[config.mk]
export PLATFORM = sky130hd
export DESIGN_NAME = timed_tone_queue_player_unit
export DESIGN_NICKNAME = d
export VERILOG_FILES = /design/src/rtl/ttqp_pkg.sv /design/src/rtl/ttqp_regs.sv /design/src/rtl/ttqp_ctrl.sv /design/src/rtl/ttqp_dp.sv /design/src/rtl/timed_tone_queue_player_unit.sv
export SDC_FILE = /design/constraint.sdc
export NUM_CORES = 1
export LEC_CHECK = 0
export BUFFER_PORTS_ARGS = -buffer_cell sky130_fd_sc_hd__buf_4
export CAP_MARGIN = 20
export CELL_PAD_IN_SITES_DETAIL_PLACEMENT = 1
export CELL_PAD_IN_SITES_GLOBAL_PLACEMENT = 1
export CORE_ASPECT_RATIO = 0.9
export CORE_MARGIN = 1.5
export CORE_UTILIZATION = 55
export CTS_CLUSTER_DIAMETER = 30
export DETAILED_ROUTE_END_ITERATION = 10
export GPL_TIMING_DRIVEN = 0
export PLACE_DENSITY_LB_ADDON = 0.1
export RECOVER_POWER = 50
export SLEW_MARGIN = 10
export SYNTH_ARGS = -nofsm -noshare
export SYNTH_HDL_FRONTEND = slang
export SYNTH_HIERARCHICAL = 1
export SYNTH_SLANG_ARGS = --single-unit
[constraint.sdc]
create_clock -name clk_i -period 8.9 [get_ports clk_i]
set_input_delay 2.67 -clock clk_i [delete_from_list [all_inputs] [get_ports clk_i]]
set_output_delay 2.67 -clock clk_i [all_outputs]
set_load 0.01 [all_outputs]
[src/rtl/ttqp_pkg.sv]
// Shared types and constants for the timed tone queue player.
`timescale 1ns / 1ps
package ttqp_pkg;

  // Item kinds
  typedef enum logic [1:0] {
    KIND_TICK = 2'd0,
    KIND_ENQ  = 2'd1,
    KIND_TONE = 2'd2,
    KIND_MUTE = 2'd3
  } kind_e;

  // Register indexes (byte address = 4 * index)
  localparam logic REG_ENABLE = 1'b0;
  localparam logic REG_GAP    = 1'b1;

  localparam int unsigned FREQ_W  = 16;
  localparam int unsigned DUR_W   = 16;
  localparam int unsigned TIME_W  = 32;
  localparam int unsigned ADDR_W  = 3;
  localparam int unsigned DATA_W  = 32;

  localparam logic [DUR_W-1:0] GAP_RESET = 16'd20;

  // Commands from the controller to the datapath
  typedef struct packed {
    logic capture;  // latch the incoming item
    logic apply;    // commit the item to the player state
  } ttqp_cmd_t;

endpackage

[src/rtl/ttqp_regs.sv]
// APB-style configuration registers: enable and gap length.
`timescale 1ns / 1ps
module ttqp_regs
  import ttqp_pkg::*;
(
  input  logic                    clk_i,
  input  logic                    rst_ni,
  input  logic                    psel,
  input  logic                    penable,
  input  logic                    pwrite,
  input  logic [ADDR_W-1:0]       paddr,
  input  logic [DATA_W-1:0]       pwdata,
  output logic [DATA_W-1:0]       prdata,
  output logic                    pready,
  output logic                    enable_o,
  output logic [DUR_W-1:0]        gap_ms_o
);

  logic             enable_q;
  logic [DUR_W-1:0] gap_q;
  logic             wr_en;

  assign pready = 1'b1;
  assign wr_en  = psel && penable && pwrite;

  always_ff @(posedge clk_i or negedge rst_ni) begin
    if (!rst_ni) begin
      enable_q <= 1'b0;
      gap_q    <= GAP_RESET;
    end else if (wr_en) begin
      unique case (paddr[2])
        REG_ENABLE: enable_q <= pwdata[0];
        REG_GAP:    gap_q    <= pwdata[DUR_W-1:0];
      endcase
    end
  end

  always_comb begin
    unique case (paddr[2])
      REG_ENABLE: prdata = {{(DATA_W-1){1'b0}}, enable_q};
      REG_GAP:    prdata = {{(DATA_W-DUR_W){1'b0}}, gap_q};
    endcase
  end

  assign enable_o = enable_q;
  assign gap_ms_o = gap_q;

endmodule

[src/rtl/ttqp_ctrl.sv]
// Controller state machine: sequences capture, fetch and apply of one item.
`timescale 1ns / 1ps
module ttqp_ctrl
  import ttqp_pkg::*;
(
  input  logic      clk_i,
  input  logic      rst_ni,
  input  logic      start_i,
  output logic      busy_o,
  output logic      done_o,
  output ttqp_cmd_t cmd_o
);

  typedef enum logic [1:0] {
    ST_IDLE,
    ST_FETCH,
    ST_APPLY
  } state_e;

  state_e state_q;
  logic   busy_q;
  logic   done_q;

  always_ff @(posedge clk_i or negedge rst_ni) begin
    if (!rst_ni) begin
      state_q <= ST_IDLE;
      busy_q  <= 1'b0;
      done_q  <= 1'b0;
    end else begin
      done_q <= 1'b0;
      unique case (state_q)
        ST_IDLE: begin
          if (start_i) begin
            state_q <= ST_FETCH;
            busy_q  <= 1'b1;
          end
        end
        ST_FETCH: begin
          state_q <= ST_APPLY;
        end
        ST_APPLY: begin
          state_q <= ST_IDLE;
          busy_q  <= 1'b0;
          done_q  <= 1'b1;
        end
        default: begin
          state_q <= ST_IDLE;
          busy_q  <= 1'b0;
        end
      endcase
    end
  end

  assign cmd_o.capture = start_i && !busy_q;
  assign cmd_o.apply   = (state_q == ST_APPLY);
  assign busy_o        = busy_q;
  assign done_o        = done_q;

endmodule

[src/rtl/ttqp_dp.sv]
// Datapath: note ring buffer, playback timer and result registers.
`timescale 1ns / 1ps
module ttqp_dp
  import ttqp_pkg::*;
#(
  parameter int unsigned QUEUE_DEPTH = 16,
  localparam int unsigned IDX_W = $clog2(QUEUE_DEPTH),
  localparam int unsigned CNT_W = $clog2(QUEUE_DEPTH + 1)
) (
  input  logic              clk_i,
  input  logic              rst_ni,
  input  ttqp_cmd_t         cmd_i,
  input  logic [1:0]        kind_i,
  input  logic [FREQ_W-1:0] note_freq_i,
  input  logic [DUR_W-1:0]  note_duration_i,
  input  logic              enable_i,
  input  logic [DUR_W-1:0]  gap_ms_i,
  output logic [FREQ_W-1:0] drive_freq_o,
  output logic              busy_res_o,
  output logic [CNT_W-1:0]  queue_count_o,
  output logic              accepted_o
);

  localparam int unsigned NOTE_W = FREQ_W + DUR_W;

  // Latched item
  kind_e             kind_q;
  logic [FREQ_W-1:0] in_freq_q;
  logic [DUR_W-1:0]  in_dur_q;

  // Note memory with registered read of the queue head
  logic [NOTE_W-1:0] mem [QUEUE_DEPTH];
  logic [NOTE_W-1:0] rd_data_q;
  logic              mem_we;
  logic [IDX_W-1:0]  mem_waddr;

  // Player state
  logic [IDX_W-1:0]  wr_idx_q, wr_idx_d;
  logic [IDX_W-1:0]  rd_idx_q, rd_idx_d;
  logic [CNT_W-1:0]  count_q, count_d;
  logic              playing_q, playing_d;
  logic [TIME_W-1:0] elapsed_q, elapsed_d;
  logic [DUR_W-1:0]  wait_q, wait_d;
  logic [FREQ_W-1:0] freq_q, freq_d;
  logic              acc_q, acc_d;

  logic [TIME_W-1:0] elapsed_inc;
  logic              wait_over;
  logic              full;
  logic [IDX_W-1:0]  wr_idx_inc;
  logic [IDX_W-1:0]  rd_idx_inc;

  always_ff @(posedge clk_i) begin
    if (cmd_i.capture) begin
      kind_q    <= kind_e'(kind_i);
      in_freq_q <= note_freq_i;
      in_dur_q  <= note_duration_i;
    end
  end

  always_ff @(posedge clk_i) begin
    if (mem_we) begin
      mem[mem_waddr] <= {in_dur_q, in_freq_q};
    end
    rd_data_q <= mem[rd_idx_q];
  end

  assign elapsed_inc = elapsed_q + TIME_W'(1);
  assign wait_over   = (elapsed_inc >= {{(TIME_W-DUR_W){1'b0}}, wait_q});
  assign full        = (count_q == CNT_W'(QUEUE_DEPTH));
  assign wr_idx_inc  = (wr_idx_q == IDX_W'(QUEUE_DEPTH - 1)) ? '0 : wr_idx_q + IDX_W'(1);
  assign rd_idx_inc  = (rd_idx_q == IDX_W'(QUEUE_DEPTH - 1)) ? '0 : rd_idx_q + IDX_W'(1);

  always_comb begin
    wr_idx_d  = wr_idx_q;
    rd_idx_d  = rd_idx_q;
    count_d   = count_q;
    playing_d = playing_q;
    elapsed_d = elapsed_q;
    wait_d    = wait_q;
    freq_d    = freq_q;
    acc_d     = 1'b0;
    mem_we    = 1'b0;
    mem_waddr = wr_idx_q;

    unique case (kind_q)
      KIND_TICK: begin
        elapsed_d = elapsed_inc;
        if (!enable_i) begin
          wr_idx_d  = '0;
          rd_idx_d  = '0;
          count_d   = '0;
          playing_d = 1'b0;
          freq_d    = '0;
        end else if (playing_q) begin
          if (wait_over) begin
            freq_d    = '0;
            playing_d = 1'b0;
            elapsed_d = '0;
            wait_d    = gap_ms_i;
          end
        end else if (wait_over && (count_q != '0)) begin
          freq_d    = rd_data_q[FREQ_W-1:0];
          wait_d    = rd_data_q[NOTE_W-1:FREQ_W];
          elapsed_d = '0;
          playing_d = 1'b1;
          rd_idx_d  = rd_idx_inc;
          count_d   = count_q - CNT_W'(1);
        end
      end
      KIND_ENQ: begin
        if (enable_i && !full) begin
          mem_we   = 1'b1;
          wr_idx_d = wr_idx_inc;
          count_d  = count_q + CNT_W'(1);
          acc_d    = 1'b1;
        end
      end
      KIND_TONE: begin
        if (enable_i) begin
          mem_we    = 1'b1;
          mem_waddr = '0;
          wr_idx_d  = IDX_W'(1);
          rd_idx_d  = '0;
          count_d   = CNT_W'(1);
          playing_d = 1'b0;
          freq_d    = '0;
          acc_d     = 1'b1;
        end
      end
      KIND_MUTE: begin
        wr_idx_d  = '0;
        rd_idx_d  = '0;
        count_d   = '0;
        playing_d = 1'b0;
        freq_d    = '0;
      end
    endcase

    if (!cmd_i.apply) begin
      mem_we = 1'b0;
    end
  end

  always_ff @(posedge clk_i or negedge rst_ni) begin
    if (!rst_ni) begin
      wr_idx_q  <= '0;
      rd_idx_q  <= '0;
      count_q   <= '0;
      playing_q <= 1'b0;
      elapsed_q <= '0;
      wait_q    <= '0;
      freq_q    <= '0;
      acc_q     <= 1'b0;
    end else if (cmd_i.apply) begin
      wr_idx_q  <= wr_idx_d;
      rd_idx_q  <= rd_idx_d;
      count_q   <= count_d;
      playing_q <= playing_d;
      elapsed_q <= elapsed_d;
      wait_q    <= wait_d;
      freq_q    <= freq_d;
      acc_q     <= acc_d;
    end
  end

  assign drive_freq_o  = freq_q;
  assign busy_res_o    = playing_q || (count_q != '0);
  assign queue_count_o = count_q;
  assign accepted_o    = acc_q;

endmodule

[src/rtl/timed_tone_queue_player_unit.sv]
// Top level of the timed tone queue player: registers, controller and datapath.
// An accepted item is captured, the registered note memory read settles in the fetch
// state and the apply state commits it; its result then shows, with done_o high, in a
// single cycle, and busy is high in between. A new item is taken only once busy falls,
// after the fetch and apply states; a new start may coincide with done_o.
// Reset (rst_ni low, asynchronous): empty queue, silent, timer and gap wait at zero,
// enable off, gap 20 ms; the note memory is not cleared and needs no clearing pass.
`timescale 1ns / 1ps
module timed_tone_queue_player_unit
  import ttqp_pkg::*;
#(
  parameter int unsigned QUEUE_DEPTH = 16,
  localparam int unsigned CNT_W = $clog2(QUEUE_DEPTH + 1)
) (
  input  logic              clk_i,
  input  logic              rst_ni,

  // Item command port
  input  logic              start,
  output logic              busy,
  input  logic [1:0]        kind_i,
  input  logic [FREQ_W-1:0] note_freq_i,
  input  logic [DUR_W-1:0]  note_duration_i,

  // Result strobe and fields
  output logic              done_o,
  output logic [FREQ_W-1:0] drive_freq_o,
  output logic              busy_res_o,
  output logic [CNT_W-1:0]  queue_count_o,
  output logic              accepted_o,

  // Configuration port
  input  logic              psel,
  input  logic              penable,
  input  logic              pwrite,
  input  logic [ADDR_W-1:0] paddr,
  input  logic [DATA_W-1:0] pwdata,
  output logic [DATA_W-1:0] prdata,
  output logic              pready
);

  ttqp_cmd_t        cmd;
  logic             enable;
  logic [DUR_W-1:0] gap_ms;

  // Configuration registers; the user is to write them only while no transaction is in
  // flight, so the datapath sees them stable across a whole item; the block does not enforce it.
  ttqp_regs u_regs (
    .clk_i    (clk_i),
    .rst_ni   (rst_ni),
    .psel     (psel),
    .penable  (penable),
    .pwrite   (pwrite),
    .paddr    (paddr),
    .pwdata   (pwdata),
    .prdata   (prdata),
    .pready   (pready),
    .enable_o (enable),
    .gap_ms_o (gap_ms)
  );

  // Sequence each transaction: capture on accept, let the head-of-queue read
  // settle in the fetch state, then commit the state update and raise done_o.
  ttqp_ctrl u_ctrl (
    .clk_i   (clk_i),
    .rst_ni  (rst_ni),
    .start_i (start),
    .busy_o  (busy),
    .done_o  (done_o),
    .cmd_o   (cmd)
  );

  // Hold the note ring, the millisecond timer and the driven frequency.
  // Result fields come straight from its state registers, which only change
  // on the apply cycle, so they stay stable while done_o is high.
  ttqp_dp #(
    .QUEUE_DEPTH (QUEUE_DEPTH)
  ) u_dp (
    .clk_i           (clk_i),
    .rst_ni          (rst_ni),
    .cmd_i           (cmd),
    .kind_i          (kind_i),
    .note_freq_i     (note_freq_i),
    .note_duration_i (note_duration_i),
    .enable_i        (enable),
    .gap_ms_i        (gap_ms),
    .drive_freq_o    (drive_freq_o),
    .busy_res_o      (busy_res_o),
    .queue_count_o   (queue_count_o),
    .accepted_o      (accepted_o)
  );

endmodule

==> impl_metrics.tcl <==
set metrics [dict create \
    drcViolationCount 0 \
    ir_worst_vdd_mv 0.3057 \
    dp_hpwl_um 50290 \
    powerDensity_mw_per_mm2 309.0 \
    p_clk_share_pct 46.8 \
    r2r-start "u_dp/elapsed_q[0]" \
    slew_viol_final 48 \
    hold_viol_final 0 \
    grt_max_degree 81 \
    fin_ws_ns 2.144 \
    yosysWarnings 6 \
    regToRegEndpoint "u_dp/drive_freq_o[12]" \
    switching_share_pct 27.28 \
    grt_pass1_vias 19260 \
    dieHeight_um 215.9 \
    cts_root_buf "clkbuf_16" \
    layout_min_cycle_time_ns 6.756 \
    path_class "primary input to output port" \
    worstHoldEndpoint "u_dp/drive_freq_o[0]" \
    diodes 0 \
    outcome "complete, but fails checks" \
    io-pin-count 133 \
    io_buffers 96 \
    cp_cell_sequence "clkbuf_1, clkbuf_1, and2_1, buf_4" \
    final.setup.tns_ns 0 \
    cts_made_buffers 120 \
    seq_area_frac_synth_pct 70.58 \
    drv_cap 3 \
    crit_arrival_ns 4.09 \
    rrSetupSlack_ns 3.74 \
    hold_buffers 0 \
    critPathMaxStageDelay_ns 0.59 \
    clk_latency_ns 0.68 \
    clk_pin_slew_ns 0.05 \
    p_int_mw 7.687 \
    synthArstFlopShare_pct 14.75 \
    relSlewSlack_pct -52.68 \
    p_leak_nw 12.18 \
    finClkSkew_ns 0.03879 \
    track_usage_pct 34.69 \
    routabilityCongestion 0.8783 \
    required_ns 6.23 \
    fmax_mhz 148.0 \
    post_cts_buffers 0 \
    route.vias.total 17840 \
    antenna_found_initial 0 \
    cp_slowest_cell "clkbuf_1" \
    syn_inst 1726 \
    row_count 77 \
    final_nets 2087 \
    timing.final.crit_share_pct 75.91 \
    synth_seq_cells 678 \
    hold_path.class "flop to flop" \
    grt_pass1_wl_um 128800 \
    dpl.cell_count 2530 \
    power_frac_seq_pct 36.0 \
    switchingPower_mw 2.884 \
    rsz0062_at_grt "false" \
    avgSynthCellArea_um2 16.04 \
    min_from "u_dp/rd_data_q[0]" \
    violations "capacitance limit, slew limit" \
    reg2regPathDepth 14 \
    synth_cell_types 80 \
    setup_viol 0 \
    whs_path_depth 2 \
    worst_slew_pin_slew_ns 2.282 \
    place_ws_ns 2.708 \
    critPathMostFrequentCell "clkbuf_1" \
    ant_nets 0 \
    post_cts_resized 0 \
    coreArea_mm2 0.04942 \
    drt_wl_total_um 87930 \
    cts_sinks 678 \
    pwr-share-comb_pct 17.2 \
    finalNonFillerCells 2762 \
    vias_per_cell 6.459 \
    layout-area-overhead-vs-synth_pct 23.57 \
    syn_area_mm2 0.02769 \
    die_w_um 239.5 \
    firstDrtPassIters 6 \
    drive_above_1_share_pct 23.39 \
    worst_setup_path_start_kind "primary input" \
    drtIter0Drc 1952 \
    wl_per_cell_um 31.84 \
    htree_levels 3 \
    overflow 0 \
    dieArea_mm2 0.05170 \
    cp-end-kind "output port" \
    clockBufferDepth 3 \
    synth_edf_count 546 \
    start_util_pct 56.02 \
    worstPathMaxFanout 10 \
    cts_tree "done" \
    synth_ff_type "edfxtp_1" \
]
[cells in the mapped netlist (all sizes together), types with 32 or more instances]
library cell,number,share of area [%]
a21oi,51,0.94
clkbuf,68,0.93
dfrtp,98,8.9
mux2,52,2.3
a22oi,33,0.89
nand2,107,1.5
a221oi,33,1.0
dfxtp,32,2.3
o21ai,106,1.9
edfxtp,546,59
mux4,64,5.2
mux2i,145,5.2
inv,50,0.68
nor2,43,0.61
buf,44,0.99
[metal layers]
layer  vias to the layer above  share of wire, %  GRT usage [%]
met2                      1032                50          57.29
met4                         0               3.3          13.25
li1                       7258                 -              -
met5                         -                 0              0
met1                      9329                39          44.86
met3                       222               8.3          7.930
[critical path, delay by kind of cell]
kind / cells / cell delay [ns]
AND/OR/NAND/NOR: 1 / 0.24
buffers and inverters: 3 / 1.17
[cells by family after synthesis]
group                    after synthesis  synth area share (%)
multiplexers                         261                 12.70
AO/OA/AOI/OAI                        294                 6.896
buffers and inverters                162                 2.603
XOR/XNOR                              18                0.5694
adder cells (fa/ha/maj)               26                 1.175
other                                  2               0.02713
AND/OR/NAND/NOR                      285                 5.450
flip-flops                           678                 70.58
[registers in the layout, summed over array words and instances, names as in the netlist]
name / flops
u_dp/wait_q: 16
u_regs/enable_o: 1
u_dp/accepted_o: 1
u_ctrl/busy_o: 1
u_dp/rd_data_q: 32
u_dp/queue_count_o: 5
u_regs/gap_ms_o: 16
u_dp/wr_idx_q: 4
u_dp/mem: 512
u_dp/elapsed_q: 32
u_dp/in_freq_q: 16
u_ctrl/done_o: 1
u_dp/drive_freq_o: 16
u_dp/kind_q: 2
u_dp/playing_q: 1
u_dp/rd_idx_q: 4
u_ctrl/state_q: 2
u_dp/in_dur_q: 16
[area by class of cell]
cell class              instances  area, µm²
flip-flops and latches        678      19540
fillers                      4229      15210
multi-input cells             901       7530
clock buffers                 141       3236
repair buffers                123       1212
clock inverters                86       1147
well taps                     671      839.6
plain buffers                 112      519.2
inverters                      50      187.7
[placed cells by master, fill, tap and decap left out, types with 33 or more instances in the layout]
cell / Yosys / routed
clkbuf_1: 66 / 82
clkbuf_16: 0 / 123
mux4_2: 64 / 64
inv_1: 49 / 49
a22oi_1: 33 / 33
edfxtp_1: 546 / 546
mux2_2: 39 / 39
a21oi_1: 50 / 51
dfrtp_1: 98 / 98
nand2_1: 107 / 107
a221oi_1: 33 / 33
buf_4: 18 / 80
o21ai_0: 104 / 104
mux2i_1: 145 / 145
[through the flow]
stage / utilization (%) / total power, mW / cell area (µm²) / hold slack [ns]
final: 69.22 / 10.57 / 34210 / 0.4363
after global routing: 69.22 / 10.83 / 34210 / 0.4638
after CTS: 69.34 / 10.58 / 34270 / 0.4422
after detailed placement: 60.47 / 5.576 / 29880 / 0.4291
after global placement: 59.29 / 5.434 / 29300 / 0.4181
after floorplan: - / 4.889 / 27740 / 0.4152
[power groups by stage]
stage               registers [mW]  clock network (mW)  logic [mW]
floorplan                     3.81                   0        1.08
global placement              3.83                   0        1.60
detailed placement            3.85                   0        1.73
CTS                           3.80                4.98        1.79
global route                  3.82                5.10        1.91
finish                        3.80                4.95        1.82
[worst max path at each step]
stage / start / end / slack [ns] / cells after the start
after floorplan: paddr[2] / prdata[10] / 3.08 / 3
after global placement: start / u_dp/in_freq_q[9] / 1.90 / 2
after detailed placement: paddr[2] / prdata[6] / 2.71 / 4
after CTS: paddr[2] / prdata[6] / 2.63 / 4
after global routing: paddr[2] / prdata[6] / 2.07 / 4
final: paddr[2] / prdata[6] / 2.14 / 4
(Power assumes the default switching activity.)
